`src/bbf_pkg.sv`:
```
// -----------------------------------------------------------------------------
// bbf_pkg
// Shared widths, register indexes, multiplier operand codes and payload types
// for the Butterworth biquad filter.
// -----------------------------------------------------------------------------
package bbf_pkg;

   localparam int SAMPLE_W   = 16;
   localparam int COEF_W     = 18;
   localparam int COEF_FRAC  = 14;
   localparam int DELAY_W    = 40;
   localparam int DELAY_FRAC = 8;
   localparam int OUT_FRAC   = COEF_FRAC + DELAY_FRAC;
   localparam int ACC_W      = 60;
   localparam int LO_W       = DELAY_W / 2;
   localparam int HI_W       = DELAY_W - LO_W;
   localparam int PLO_W      = COEF_W + LO_W + 1;
   localparam int PHI_W      = COEF_W + HI_W;
   localparam int NUM_COEF   = 5;
   localparam int CSR_IDX_W  = 3;
   localparam int OUT_MAX    = 32767;

   // coefficient register indexes
   localparam logic [CSR_IDX_W-1:0] REG_B0 = 3'd0;
   localparam logic [CSR_IDX_W-1:0] REG_B1 = 3'd1;
   localparam logic [CSR_IDX_W-1:0] REG_B2 = 3'd2;
   localparam logic [CSR_IDX_W-1:0] REG_A1 = 3'd3;
   localparam logic [CSR_IDX_W-1:0] REG_A2 = 3'd4;

   // multiplier operand pairs
   localparam logic [2:0] MUL_A1W1 = 3'd0;
   localparam logic [2:0] MUL_A2W2 = 3'd1;
   localparam logic [2:0] MUL_B1W1 = 3'd2;
   localparam logic [2:0] MUL_B2W2 = 3'd3;
   localparam logic [2:0] MUL_B0WN = 3'd4;

   typedef struct packed {
      logic signed [SAMPLE_W-1:0] sample_in;
      logic                       block_end;
   } req_type;

   typedef struct packed {
      logic signed [SAMPLE_W-1:0] sample_out;
      logic                       block_end_out;
   } rsp_type;

   typedef struct packed {
      logic       load;      // latch input sample, seed feedback sum
      logic [2:0] mul_sel;   // operand pair for the multiplier
      logic       fb_sub;    // feedback sum -= product
      logic       w_load;    // capture saturated new intermediate value
      logic       ff_init;   // feed-forward sum = product
      logic       ff_add;    // feed-forward sum += product
      logic       out_load;  // load result register, shift delays
   } cmd_type;

   typedef struct packed {
      logic out_hold;        // result register full and not taken this cycle
   } sts_type;

endpackage

```
`src/butterworth_biquad_filter.sv`:
```
// -----------------------------------------------------------------------------
// butterworth_biquad_filter
// Second-order IIR biquad, direct form II, 16-bit PCM in and out.
// -----------------------------------------------------------------------------
// Each accepted sample x gives exactly one output sample. The filter forms
// w = x - a1*w1 - a2*w2 (Q.8, truncated toward zero, saturated to 40 bits)
// and y = b0*w + b1*w1 + b2*w2 (truncated toward zero, clamped to +/-32767),
// then shifts the delays. Coefficients are signed Q3.14 in csr registers
// 0..4 (b0, b1, b2, a1, a2), reset to zero; writes to other indexes are
// dropped, and writes belong in idle time only. A new sample is taken only
// when the last is done: the five 18x40 coefficient products go through
// a single multiplier (18x21 and 18x20 partials per cycle, registered), and the
// b0*w product has to wait for the saturated w from the feedback sum. The
// output register lets a finished sample sit while rsp_stall is high; the
// sequencer only pauses at its final step if the previous sample was not yet
// taken. block_end is carried along unchanged as block_end_out.
// -----------------------------------------------------------------------------
module butterworth_biquad_filter (
   input  logic                          clock,
   input  logic                          reset,
   input  logic                          csr_we,
   input  logic [bbf_pkg::CSR_IDX_W-1:0] csr_index,
   input  logic [bbf_pkg::COEF_W-1:0]    csr_wdata,
   input  logic                          req_valid,
   output logic                          req_stall,
   input  bbf_pkg::req_type              req_data,
   output logic                          rsp_valid,
   input  logic                          rsp_stall,
   output bbf_pkg::rsp_type              rsp_data
);

   bbf_pkg::cmd_type cmd;
   bbf_pkg::sts_type sts;

   // sequencer: one step per multiplier use, then the final sum and output steps
   bbf_ctrl u_ctrl (
      .clock     (clock),
      .reset     (reset),
      .req_valid (req_valid),
      .req_stall (req_stall),
      .sts       (sts),
      .cmd       (cmd)
   );

   // arithmetic, state and result register
   bbf_datapath u_datapath (
      .clock     (clock),
      .reset     (reset),
      .csr_we    (csr_we),
      .csr_index (csr_index),
      .csr_wdata (csr_wdata),
      .req_data  (req_data),
      .cmd       (cmd),
      .sts       (sts),
      .rsp_valid (rsp_valid),
      .rsp_stall (rsp_stall),
      .rsp_data  (rsp_data)
   );

   // a transfer in always starts a busy stretch
   a_busy_after_accept: assert property (@(posedge clock) disable iff (reset)
      (req_valid && !req_stall) |=> req_stall)
      else $error("input taken again without processing");

endmodule

```
`src/bbf_ctrl.sv`:
```
// -----------------------------------------------------------------------------
// bbf_ctrl
// Sequencer for the biquad: steps the shared multiplier through the five
// coefficient products of one sample and issues datapath commands.
// -----------------------------------------------------------------------------
module bbf_ctrl (
   input  logic             clock,
   input  logic             reset,
   input  logic             req_valid,
   output logic             req_stall,
   input  bbf_pkg::sts_type sts,
   output bbf_pkg::cmd_type cmd
);

   localparam logic [2:0] ST_IDLE = 3'd0;
   localparam logic [2:0] ST_A1   = 3'd1;
   localparam logic [2:0] ST_A2   = 3'd2;
   localparam logic [2:0] ST_B1   = 3'd3;
   localparam logic [2:0] ST_WN   = 3'd4;
   localparam logic [2:0] ST_B0   = 3'd5;
   localparam logic [2:0] ST_FIN  = 3'd6;
   localparam logic [2:0] ST_OUT  = 3'd7;

   logic [2:0] state_ff;
   logic [2:0] state_in;

   assign req_stall = (state_ff != ST_IDLE);

   always_comb begin
      state_in     = state_ff;
      cmd          = '0;
      cmd.mul_sel  = bbf_pkg::MUL_A1W1;
      unique case (state_ff)
         ST_IDLE: begin
            if (req_valid) begin
               cmd.load = 1'b1;
               state_in = ST_A1;
            end
         end
         ST_A1: begin
            cmd.mul_sel = bbf_pkg::MUL_A1W1;
            state_in    = ST_A2;
         end
         ST_A2: begin
            cmd.mul_sel = bbf_pkg::MUL_A2W2;
            cmd.fb_sub  = 1'b1;
            state_in    = ST_B1;
         end
         ST_B1: begin
            cmd.mul_sel = bbf_pkg::MUL_B1W1;
            cmd.fb_sub  = 1'b1;
            state_in    = ST_WN;
         end
         ST_WN: begin
            cmd.mul_sel = bbf_pkg::MUL_B2W2;
            cmd.w_load  = 1'b1;
            cmd.ff_init = 1'b1;
            state_in    = ST_B0;
         end
         ST_B0: begin
            cmd.mul_sel = bbf_pkg::MUL_B0WN;
            cmd.ff_add  = 1'b1;
            state_in    = ST_FIN;
         end
         ST_FIN: begin
            cmd.ff_add = 1'b1;
            state_in   = ST_OUT;
         end
         ST_OUT: begin
            if (!sts.out_hold) begin
               cmd.out_load = 1'b1;
               state_in     = ST_IDLE;
            end
         end
         default: state_in = ST_IDLE;
      endcase
   end

   always_ff @(posedge clock) begin
      if (reset) begin
         state_ff <= ST_IDLE;
      end else begin
         state_ff <= state_in;
      end
   end

endmodule

```
`src/bbf_datapath.sv`:
```
// -----------------------------------------------------------------------------
// bbf_datapath
// Coefficient registers, delay line, split 18x40 multiplier, feedback and
// feed-forward sums, rounding/saturation and the result register.
// -----------------------------------------------------------------------------
module bbf_datapath (
   input  logic                                 clock,
   input  logic                                 reset,
   input  logic                                 csr_we,
   input  logic [bbf_pkg::CSR_IDX_W-1:0]        csr_index,
   input  logic [bbf_pkg::COEF_W-1:0]           csr_wdata,
   input  bbf_pkg::req_type                     req_data,
   input  bbf_pkg::cmd_type                     cmd,
   output bbf_pkg::sts_type                     sts,
   output logic                                 rsp_valid,
   input  logic                                 rsp_stall,
   output bbf_pkg::rsp_type                     rsp_data
);

   localparam int ACC_W   = bbf_pkg::ACC_W;
   localparam int DELAY_W = bbf_pkg::DELAY_W;
   localparam int COEF_W  = bbf_pkg::COEF_W;
   localparam int LO_W    = bbf_pkg::LO_W;
   localparam int HI_W    = bbf_pkg::HI_W;
   localparam int PLO_W   = bbf_pkg::PLO_W;
   localparam int PHI_W   = bbf_pkg::PHI_W;
   localparam int WQ_W    = ACC_W - bbf_pkg::COEF_FRAC;
   localparam int YQ_W    = ACC_W - bbf_pkg::OUT_FRAC;

   localparam logic signed [WQ_W-1:0] W_MAX = WQ_W'((64'sd1 <<< (DELAY_W - 1)) - 64'sd1);
   localparam logic signed [WQ_W-1:0] W_MIN = -WQ_W'(64'sd1 <<< (DELAY_W - 1));
   localparam logic signed [YQ_W-1:0] Y_MAX = YQ_W'(bbf_pkg::OUT_MAX);
   localparam logic signed [YQ_W-1:0] Y_MIN = -YQ_W'(bbf_pkg::OUT_MAX);

   // coefficients
   logic signed [COEF_W-1:0] coef_ff [bbf_pkg::NUM_COEF];
   logic signed [COEF_W-1:0] coef_in [bbf_pkg::NUM_COEF];

   always_comb begin
      for (int i = 0; i < bbf_pkg::NUM_COEF; i++) begin
         coef_in[i] = coef_ff[i];
         if (csr_we && (csr_index == bbf_pkg::CSR_IDX_W'(i))) begin
            coef_in[i] = csr_wdata;
         end
      end
   end

   // delay line and new intermediate value
   logic signed [DELAY_W-1:0] w1_ff, w1_in, w2_ff, w2_in, wn_ff, wn_in;
   logic                      be_ff, be_in;

   // multiplier operands
   logic signed [COEF_W-1:0]  mul_coef;
   logic signed [DELAY_W-1:0] mul_data;

   always_comb begin
      unique case (cmd.mul_sel)
         bbf_pkg::MUL_A1W1: begin
            mul_coef = coef_ff[bbf_pkg::REG_A1];
            mul_data = w1_ff;
         end
         bbf_pkg::MUL_A2W2: begin
            mul_coef = coef_ff[bbf_pkg::REG_A2];
            mul_data = w2_ff;
         end
         bbf_pkg::MUL_B1W1: begin
            mul_coef = coef_ff[bbf_pkg::REG_B1];
            mul_data = w1_ff;
         end
         bbf_pkg::MUL_B2W2: begin
            mul_coef = coef_ff[bbf_pkg::REG_B2];
            mul_data = w2_ff;
         end
         bbf_pkg::MUL_B0WN: begin
            mul_coef = coef_ff[bbf_pkg::REG_B0];
            mul_data = wn_ff;
         end
         default: begin
            mul_coef = '0;
            mul_data = '0;
         end
      endcase
   end

   // 18x40 product as registered 18x21 and 18x20 partials
   logic signed [PLO_W-1:0] plo_ff, plo_in;
   logic signed [PHI_W-1:0] phi_ff, phi_in;
   logic signed [ACC_W-1:0] prod_full;

   assign plo_in    = mul_coef * $signed({1'b0, mul_data[LO_W-1:0]});
   assign phi_in    = mul_coef * $signed(mul_data[DELAY_W-1:LO_W]);
   assign prod_full = (ACC_W'(phi_ff) <<< LO_W) + ACC_W'(plo_ff);

   // sums
   logic signed [ACC_W-1:0] fb_ff, fb_in, ff_ff, ff_in;

   always_comb begin
      fb_in = fb_ff;
      if (cmd.load) begin
         fb_in = ACC_W'(req_data.sample_in) <<< bbf_pkg::OUT_FRAC;
      end else if (cmd.fb_sub) begin
         fb_in = fb_ff - prod_full;
      end
      ff_in = ff_ff;
      if (cmd.ff_init) begin
         ff_in = prod_full;
      end else if (cmd.ff_add) begin
         ff_in = ff_ff + prod_full;
      end
   end

   // w: truncate toward zero to Q.8, saturate to 40 bits
   logic signed [ACC_W-1:0] fb_bias;
   logic signed [WQ_W-1:0]  w_q;

   assign fb_bias = fb_ff + (fb_ff[ACC_W-1] ?
                    ACC_W'((64'sd1 <<< bbf_pkg::COEF_FRAC) - 64'sd1) : ACC_W'(0));
   assign w_q     = WQ_W'(fb_bias >>> bbf_pkg::COEF_FRAC);

   always_comb begin
      wn_in = wn_ff;
      if (cmd.w_load) begin
         priority if (w_q > W_MAX) begin
            wn_in = DELAY_W'(W_MAX);
         end else if (w_q < W_MIN) begin
            wn_in = DELAY_W'(W_MIN);
         end else begin
            wn_in = DELAY_W'(w_q);
         end
      end
   end

   // y: truncate toward zero to integer, clamp
   logic signed [ACC_W-1:0]          ff_bias;
   logic signed [YQ_W-1:0]           y_q;
   logic signed [bbf_pkg::SAMPLE_W-1:0] y_sat;

   assign ff_bias = ff_ff + (ff_ff[ACC_W-1] ?
                    ACC_W'((64'sd1 <<< bbf_pkg::OUT_FRAC) - 64'sd1) : ACC_W'(0));
   assign y_q     = YQ_W'(ff_bias >>> bbf_pkg::OUT_FRAC);

   always_comb begin
      priority if (y_q > Y_MAX) begin
         y_sat = bbf_pkg::SAMPLE_W'(Y_MAX);
      end else if (y_q < Y_MIN) begin
         y_sat = bbf_pkg::SAMPLE_W'(Y_MIN);
      end else begin
         y_sat = bbf_pkg::SAMPLE_W'(y_q);
      end
   end

   // delays, block marker
   always_comb begin
      w1_in = w1_ff;
      w2_in = w2_ff;
      if (cmd.out_load) begin
         w1_in = wn_ff;
         w2_in = w1_ff;
      end
      be_in = cmd.load ? req_data.block_end : be_ff;
   end

   // result register
   logic             rsp_valid_ff, rsp_valid_in;
   bbf_pkg::rsp_type rsp_data_ff, rsp_data_in;

   always_comb begin
      rsp_valid_in = rsp_valid_ff && rsp_stall;
      rsp_data_in  = rsp_data_ff;
      if (cmd.out_load) begin
         rsp_valid_in              = 1'b1;
         rsp_data_in.sample_out    = y_sat;
         rsp_data_in.block_end_out = be_ff;
      end
   end

   assign sts.out_hold = rsp_valid_ff && rsp_stall;
   assign rsp_valid    = rsp_valid_ff;
   assign rsp_data     = rsp_data_ff;

   always_ff @(posedge clock) begin
      if (reset) begin
         for (int i = 0; i < bbf_pkg::NUM_COEF; i++) begin
            coef_ff[i] <= '0;
         end
         w1_ff        <= '0;
         w2_ff        <= '0;
         rsp_valid_ff <= 1'b0;
      end else begin
         coef_ff      <= coef_in;
         w1_ff        <= w1_in;
         w2_ff        <= w2_in;
         rsp_valid_ff <= rsp_valid_in;
      end
   end

   always_ff @(posedge clock) begin
      wn_ff       <= wn_in;
      be_ff       <= be_in;
      plo_ff      <= plo_in;
      phi_ff      <= phi_in;
      fb_ff       <= fb_in;
      ff_ff       <= ff_in;
      rsp_data_ff <= rsp_data_in;
   end

   // a pending result is never overwritten
   a_no_overwrite: assert property (@(posedge clock) disable iff (reset)
      cmd.out_load |-> !sts.out_hold)
      else $error("result register loaded while a result is pending");

   // delay line moves only when a result is produced
   a_delay_hold: assert property (@(posedge clock) disable iff (reset)
      !cmd.out_load |=> ($stable(w1_ff) && $stable(w2_ff)))
      else $error("delay line changed without a result");

   // clamp keeps -32768 off the output
   a_no_min: assert property (@(posedge clock) disable iff (reset)
      rsp_valid_ff |-> (rsp_data_ff.sample_out != -16'sd32768))
      else $error("output sample outside clamp range");

endmodule
```
`config.mk`:
```
export PLATFORM = sky130hd
export DESIGN_NAME = butterworth_biquad_filter
export DESIGN_NICKNAME = d
export VERILOG_FILES = /design/src/bbf_pkg.sv /design/src/butterworth_biquad_filter.sv /design/src/bbf_ctrl.sv /design/src/bbf_datapath.sv
export SDC_FILE = /design/constraint.sdc
export NUM_CORES = 2
export LEC_CHECK = 0
export ABC_AREA = 1
export BUFFER_PORTS_ARGS = -buffer_cell sky130_fd_sc_hd__buf_2
export CAP_MARGIN = 0
export CORE_AREA = 2 2 239 477
export CTS_CLUSTER_SIZE = 8
export DETAILED_ROUTE_END_ITERATION = 12
export DIE_AREA = 0 0 241 479
export GPL_TIMING_DRIVEN = 1
export PLACE_DENSITY = 0.69
export SYNTH_ARGS = -nofsm -noshare
export SYNTH_HDL_FRONTEND = slang
export SYNTH_SLANG_ARGS = --single-unit
```
`constraint.sdc`:
```
create_clock -name clock -period 15.8 [get_ports clock]
set_clock_uncertainty 0.1 [all_clocks]
set_input_delay 3.95 -clock clock [delete_from_list [all_inputs] [get_ports clock]]
set_output_delay 3.95 -clock clock [all_outputs]
set_load 0.01 [all_outputs]
```
# ---- Word level (Yosys, flattened, before mapping)
# Cells that the tools add are included.
dict set report totals {
  out_inout_bits 19
  ff_bits 429
}
dict set report op_classes {
  magnitude_cmp 4
  addsub 5
  mul 2
  eq_ne 17
  reduce_logical 18
  mux 22
}
# op count
set op_table {}
lappend op_table {{60-bit two-way mux} 4}
lappend op_table {{60-bit adder} 3}
lappend op_table {{40-bit one-hot mux with 3 select lines} 1}
lappend op_table {{18-bit one-hot mux with 5 select lines} 1}
lappend op_table {{60-bit subtractor} 1}
lappend op_table {{58-bit by 39-bit adder with 59-bit output} 1}
lappend op_table {{46-bit by 40-bit greater-than comparator with 1-bit output (second input constant)} 1}
lappend op_table {{46-bit by 40-bit < comparator with 1-bit output (second input constant)} 1}
lappend op_table {{40-bit two-way mux} 1}
lappend op_table {{18-bit by 21-bit multiplier with 39-bit output} 1}
lappend op_table {{38-bit by 16-bit greater-than comparator with 1-bit output (second input constant)} 1}
lappend op_table {{38-bit by 16-bit < comparator with 1-bit output (second input constant)} 1}
lappend op_table {{18-bit by 20-bit multiplier with 38-bit output} 1}
lappend op_table {{3-bit one-hot mux with 8 select lines} 1}
lappend op_table {{22-bit two-way mux} 1}
lappend op_table {{3-bit by 2-bit == test with 1-bit output (second input constant)} 6}
lappend op_table {{3-bit == test (second input constant)} 6}
lappend op_table {{16-bit two-way mux} 1}
lappend op_table {{14-bit two-way mux} 1}
lappend op_table {{3-bit one-hot mux with 4 select lines} 1}
lappend op_table {{2-bit OR reduction} 5}
lappend op_table {{3-bit by 1-bit == test with 1-bit output (second input constant)} 3}
lappend op_table {{3-bit zero test} 3}
lappend op_table {{1-bit two-way mux} 7}
lappend op_table {{other kinds (7)} 15}

# ---- Logic depth before layout (Yosys ltp)
dict set report logic_depth {
  word_depth 6
  ltp_mapped 40
  mapped_depth_nobuf 39
}

# ---- By module
# From an unflattened synthesis, not the netlist that was laid out.
dict set report unflattened {
  hier_cells 7728
  area_unflattened_um2 56051.3
}
# mod n_inst cells_per_inst seq_area_each_um2 area_per_inst_um2
set by_module_without_submodules {}
lappend by_module_without_submodules {bbf_datapath 1 7685 10089.7 55736.0}
lappend by_module_without_submodules {bbf_ctrl 1 43 60.1 315.3}

# ---- Worst setup path after synthesis
# OpenSTA, ideal clock, no wires.
dict set report synth_path {
  kind {reg2reg}
  startpoint {reg u_ctrl.state_ff[0]}
  endpoint {reg u_datapath.phi_ff[35]}
  n_path_buf 2
  arrival_ps 7159
  required_ps 15628
  stages_incl_launch_ff 37
  setup_time_ps 72
  path_slack_ps 8469
  cell_sequence {dfxtp_1 -> inv_1 -> ha_1 -> nand2_2 -> inv_2 -> nor2_4 -> inv_2 -> nor2_2 -> inv_2 -> nor2_1 -> inv_2 -> buf_2 -> o22ai_1 -> a221oi_1 -> and2_1 -> buf_2 -> nor2_1 -> inv_1 -> fa_1 -> inv_1 -> fa_1 -> ha_1 -> inv_1 -> fa_1 -> inv_1 -> fa_1 -> inv_1 -> fa_1 -> inv_1 -> ha_1 -> nand2_1 -> nor4_1 -> nand3_1 -> o2111ai_1 -> nand2_1 -> nand2_1 -> xor2_1}
}
dict set report synth_between {
  elab_chain_len 6
}
# element line
set synth_rtl {}
lappend synth_rtl {{start, declared} bbf_ctrl.sv:24} ;# logic [2:0] state_ff;
lappend synth_rtl {{start signal, assigned} bbf_ctrl.sv:83} ;# state_ff <= state_in;
lappend synth_rtl {{3-bit == test or 3-bit by 2-bit == test with 1-bit output (tied branches)} bbf_ctrl.sv:33} ;# unique case (state_ff)
lappend synth_rtl {{3-bit one-hot mux with 4 select lines (*)} bbf_ctrl.sv:33}
lappend synth_rtl {{3-bit by 1-bit == test with 1-bit output, or another cell as far along} bbf_datapath.sv:57} ;# unique case (cmd.mul_sel)
lappend synth_rtl {{2-bit OR reduction (no source line)} --}
lappend synth_rtl {{40-bit one-hot mux with 3 select lines} bbf_datapath.sv:57}
lappend synth_rtl {{18-bit by 20-bit multiplier with 38-bit output (*)} bbf_datapath.sv:91} ;# assign phi_in = mul_coef * $signed(mul_data[DELAY_W-1:LO_W]);
lappend synth_rtl {{via u_datapath.phi_in[35]} bbf_datapath.sv:87} ;# logic signed [PHI_W-1:0] phi_ff, phi_in;
lappend synth_rtl {{end signal, assigned} bbf_datapath.sv:201} ;# phi_ff <= phi_in;
lappend synth_rtl {{end, declared} bbf_datapath.sv:87}
# Mark *: on every way through the listed nets, which the timed path passes. The rest lies on a longest branch.
# A chain may end at the register's enable or synchronous reset.

# ---- Worst setup path after layout
dict set report layout_path {
  startpoint {reg u_ctrl.state_ff[0]}
  endpoint {reg u_datapath.phi_ff[30]}
}
# Same word-level chain as after synthesis.

==> qor.yml <==
yosysUniqueCellTypes: 57
max_stage_delay_ns: 0.52
cts.reportedPaths.clkPinSlew_ns: 0.06
floorplan.core_area_um2: 112000
number_of_buffers_and_inverters_on_the_critical_path: 15
post_synth.cell_area_avg_um2: 7.29
totalNegativeSetupSlack_ns: 0
timing.final.hold_violations: 0
power.density_cell_area_nw_per_um2: 101
synth.top_cells.by_count: "1,812 x nand2_1, 1,547 x inv_1, 824 x nor2_1, 653 x fa_1, 438 x a21oi_1"
post-cts-setup-buffers: 0
timing_worst_setup_path_type: "flop to flop"
via_count_of_the_routed_design: 50028
post_layout_nonfiller_instances: 9149
static-leakage-power_nw: 29.3
die_height_um: 479
clock_latency_ns: 0.66
synthMostInstantiatedCell: "nand2_1"
cts_tree: "built"
peakVddDrop_mv: 0.253
worst-endpoint-required_ns: 16.23
number_of_global_route_vias_before_repair: 48887
avgRoutedWirePerCell_um: 19.8
period_share_pct: 62.4
post-route-min-period_ns: 9.87
p_total_mw: 6.00
drtIter0Drc: 4296
area_growth_pct: 6.40
htree_levels: 2
synth_top_area_share_pct: 23.5
worst_margin_slew_ns: 1.20
timing.critical_path.from_type: "flop"
ys_seq_elements: 429
status: "finished, final reports clean"
mappedNetlistNets: 8758
postCtsHoldBufs: 0
finalSetupViolations: 0
post-route-cell-area_um2: 59200
grt_setup_unrepaired: "false"
drv_cap: 0
pin_count_of_the_biggest_net_entering_global_routing: 112
timing_max_transition_violations_final: 0
resized_gates_after_cts: 0
io_buffers: 61
yosys_most_used_dff: "dfxtp_1"
hold_class: "flop to flop"
place.gp.congestion: 1.03
timing.critical_path.to_type: "flop"
drt-total-wl_um: 181000
synth.largest_area_cell: "fa_1"
row_count: 174
cts_made_buffers: 60
cts.path.max_buffers: 3
crit_fanout: 64
wire_length_of_the_first_global_routing_pass_um: 278000
floorplan.initialDensity_pct: 49.7
iteration_count_of_the_initial_detailed_routing_pass: 6
achievable-frequency_mhz: 101
cp_slowest_cell: "fa_1"
synth.yosys.seq_area_share_pct: 18.2
io_pins: 62
drc: 0
synth_cells: 7635
cts_num_sinks: 429
grt_overflow: 0
root_buffer: "clkbuf_16"
synth_edf_count: 156
dp.cells: 9057
category_of_cells_accounting_for_the_largest_share_of_critical_path_delay: "adder cells"
fp.dieArea_um2: 115000
hpwlAfterDp_um: 146000
placed_cell_area_um2: 57600
fp.dieW_um: 241
antenna_found_initial: 0
nNetsFinal: 8746
grt_util_all_layers_pct: 31.4
yosysWarningCount: 0
final_layout_size_suffix_gt1_share_pct: 3.74
viasPerCell: 5.47
synth-async-reset-ratio_pct: 0
timing.slew.headroom_pct: 19.8
antenna_left: 0
yosys-top-cells-area: "fa_1 23%, nand2_1 12%, inv_1 10%"
cp.arrival_ns: 10.29
syn-cell-area_um2: 55700
n_fill_cell: 11169
==> cell usage in the layout (no fill, tap or decap), drive strengths merged, types with 21 or more instances in the layout <==
cell type     n
nand2      1820
inv        1572
nor2        828
fa          653
a21oi       439
ha          427
o21ai       308
dfxtp       273
nand3       185
edfxtp      156
buf         131
xor2        105
a211oi       94
clkbuf       86
a21o         70
nor3         70
xnor2        68
nand4        61
a31oi        47
or2          31
o22ai        30
o21bai       30
nor4         30
o21a         21
==> report_power, final <==
part / leakage (nW) / switching (mW) / internal (mW)
logic: 24.8 / 2.21 / 0.977
registers: 3.65 / 0.226 / 1.38
clock network: 0.799 / 0.517 / 0.690
total: 29.3 / 2.95 / 3.05
==> cell type report <==
| cell class | count | area, µm² | area share, % |
|---|---|---|---|
| antenna | 1 | 2.50 | 0.00422 |
| clock buffer | 86 | 1600 | 2.70 |
| clock inverter | 5 | 75.1 | 0.127 |
| inverter | 1576 | 5920 | 9.99 |
| multi-input combinational | 5425 | 38800 | 65.5 |
| sequential | 429 | 10100 | 17.1 |
| tap | 1496 | 1870 | 3.16 |
| timing repair buffer | 131 | 837 | 1.41 |
==> sequential cells by signal, indices dropped and copies added, names as in the netlist <==
name and count:
u_datapath.coef_ff 90, u_datapath.fb_ff 60, u_datapath.ff_ff 60, u_datapath.w1_ff 40, u_datapath.w2_ff 40, u_datapath.wn_ff 40
u_datapath.plo_ff 39, u_datapath.phi_ff 38, u_datapath.rsp_data 17, u_ctrl.state_ff 3, u_datapath.be_ff 1, u_datapath.rsp_valid 1
==> routing by layer <==
layer	wire length, µm	vias to the layer above	GRT usage (%)
met4	12200	0	17.7
met2	83000	2052	50.5
met1	72400	23754	40.1
met5	0	-	0
met3	13200	472	4.93
li1	-	23750	-
==> worst paths after layout <==
check	from	end	slack [ns]	cells after the start
setup reg to reg	u_ctrl.state_ff[0]	u_datapath.phi_ff[30]	5.93	40
hold / removal	u_datapath.be_ff	u_datapath.rsp_data[0]	0.32	0
setup / recovery	u_ctrl.state_ff[0]	u_datapath.phi_ff[30]	5.93	40
hold reg to reg	u_datapath.be_ff	u_datapath.rsp_data[0]	0.32	0
==> metrics by stage <==
stage	hold slack, ns	utilization (%)	setup WS [ns]
finish	0.317	52.9	5.93
global route	0.325	52.9	5.47
CTS	0.318	52.9	6.02
detailed placement	0.320	51.4	6.05
global placement	0.305	51.4	6.06
floorplan	0.300	-	8.47
==> logic make-up after synthesis <==
| kind of cell | after synthesis | synth area share [%] |
|---|---|---|
| flip-flops | 429 | 18.2 |
| adder cells (fa/ha/maj) | 1080 | 33.1 |
| AND/OR/NAND/NOR | 3060 | 22.2 |
| buffers and inverters | 1781 | 12.2 |
| XOR/XNOR | 173 | 2.72 |
| AO/OA/AOI/OAI | 1112 | 11.6 |
Power figures use the tool's default switching activity.
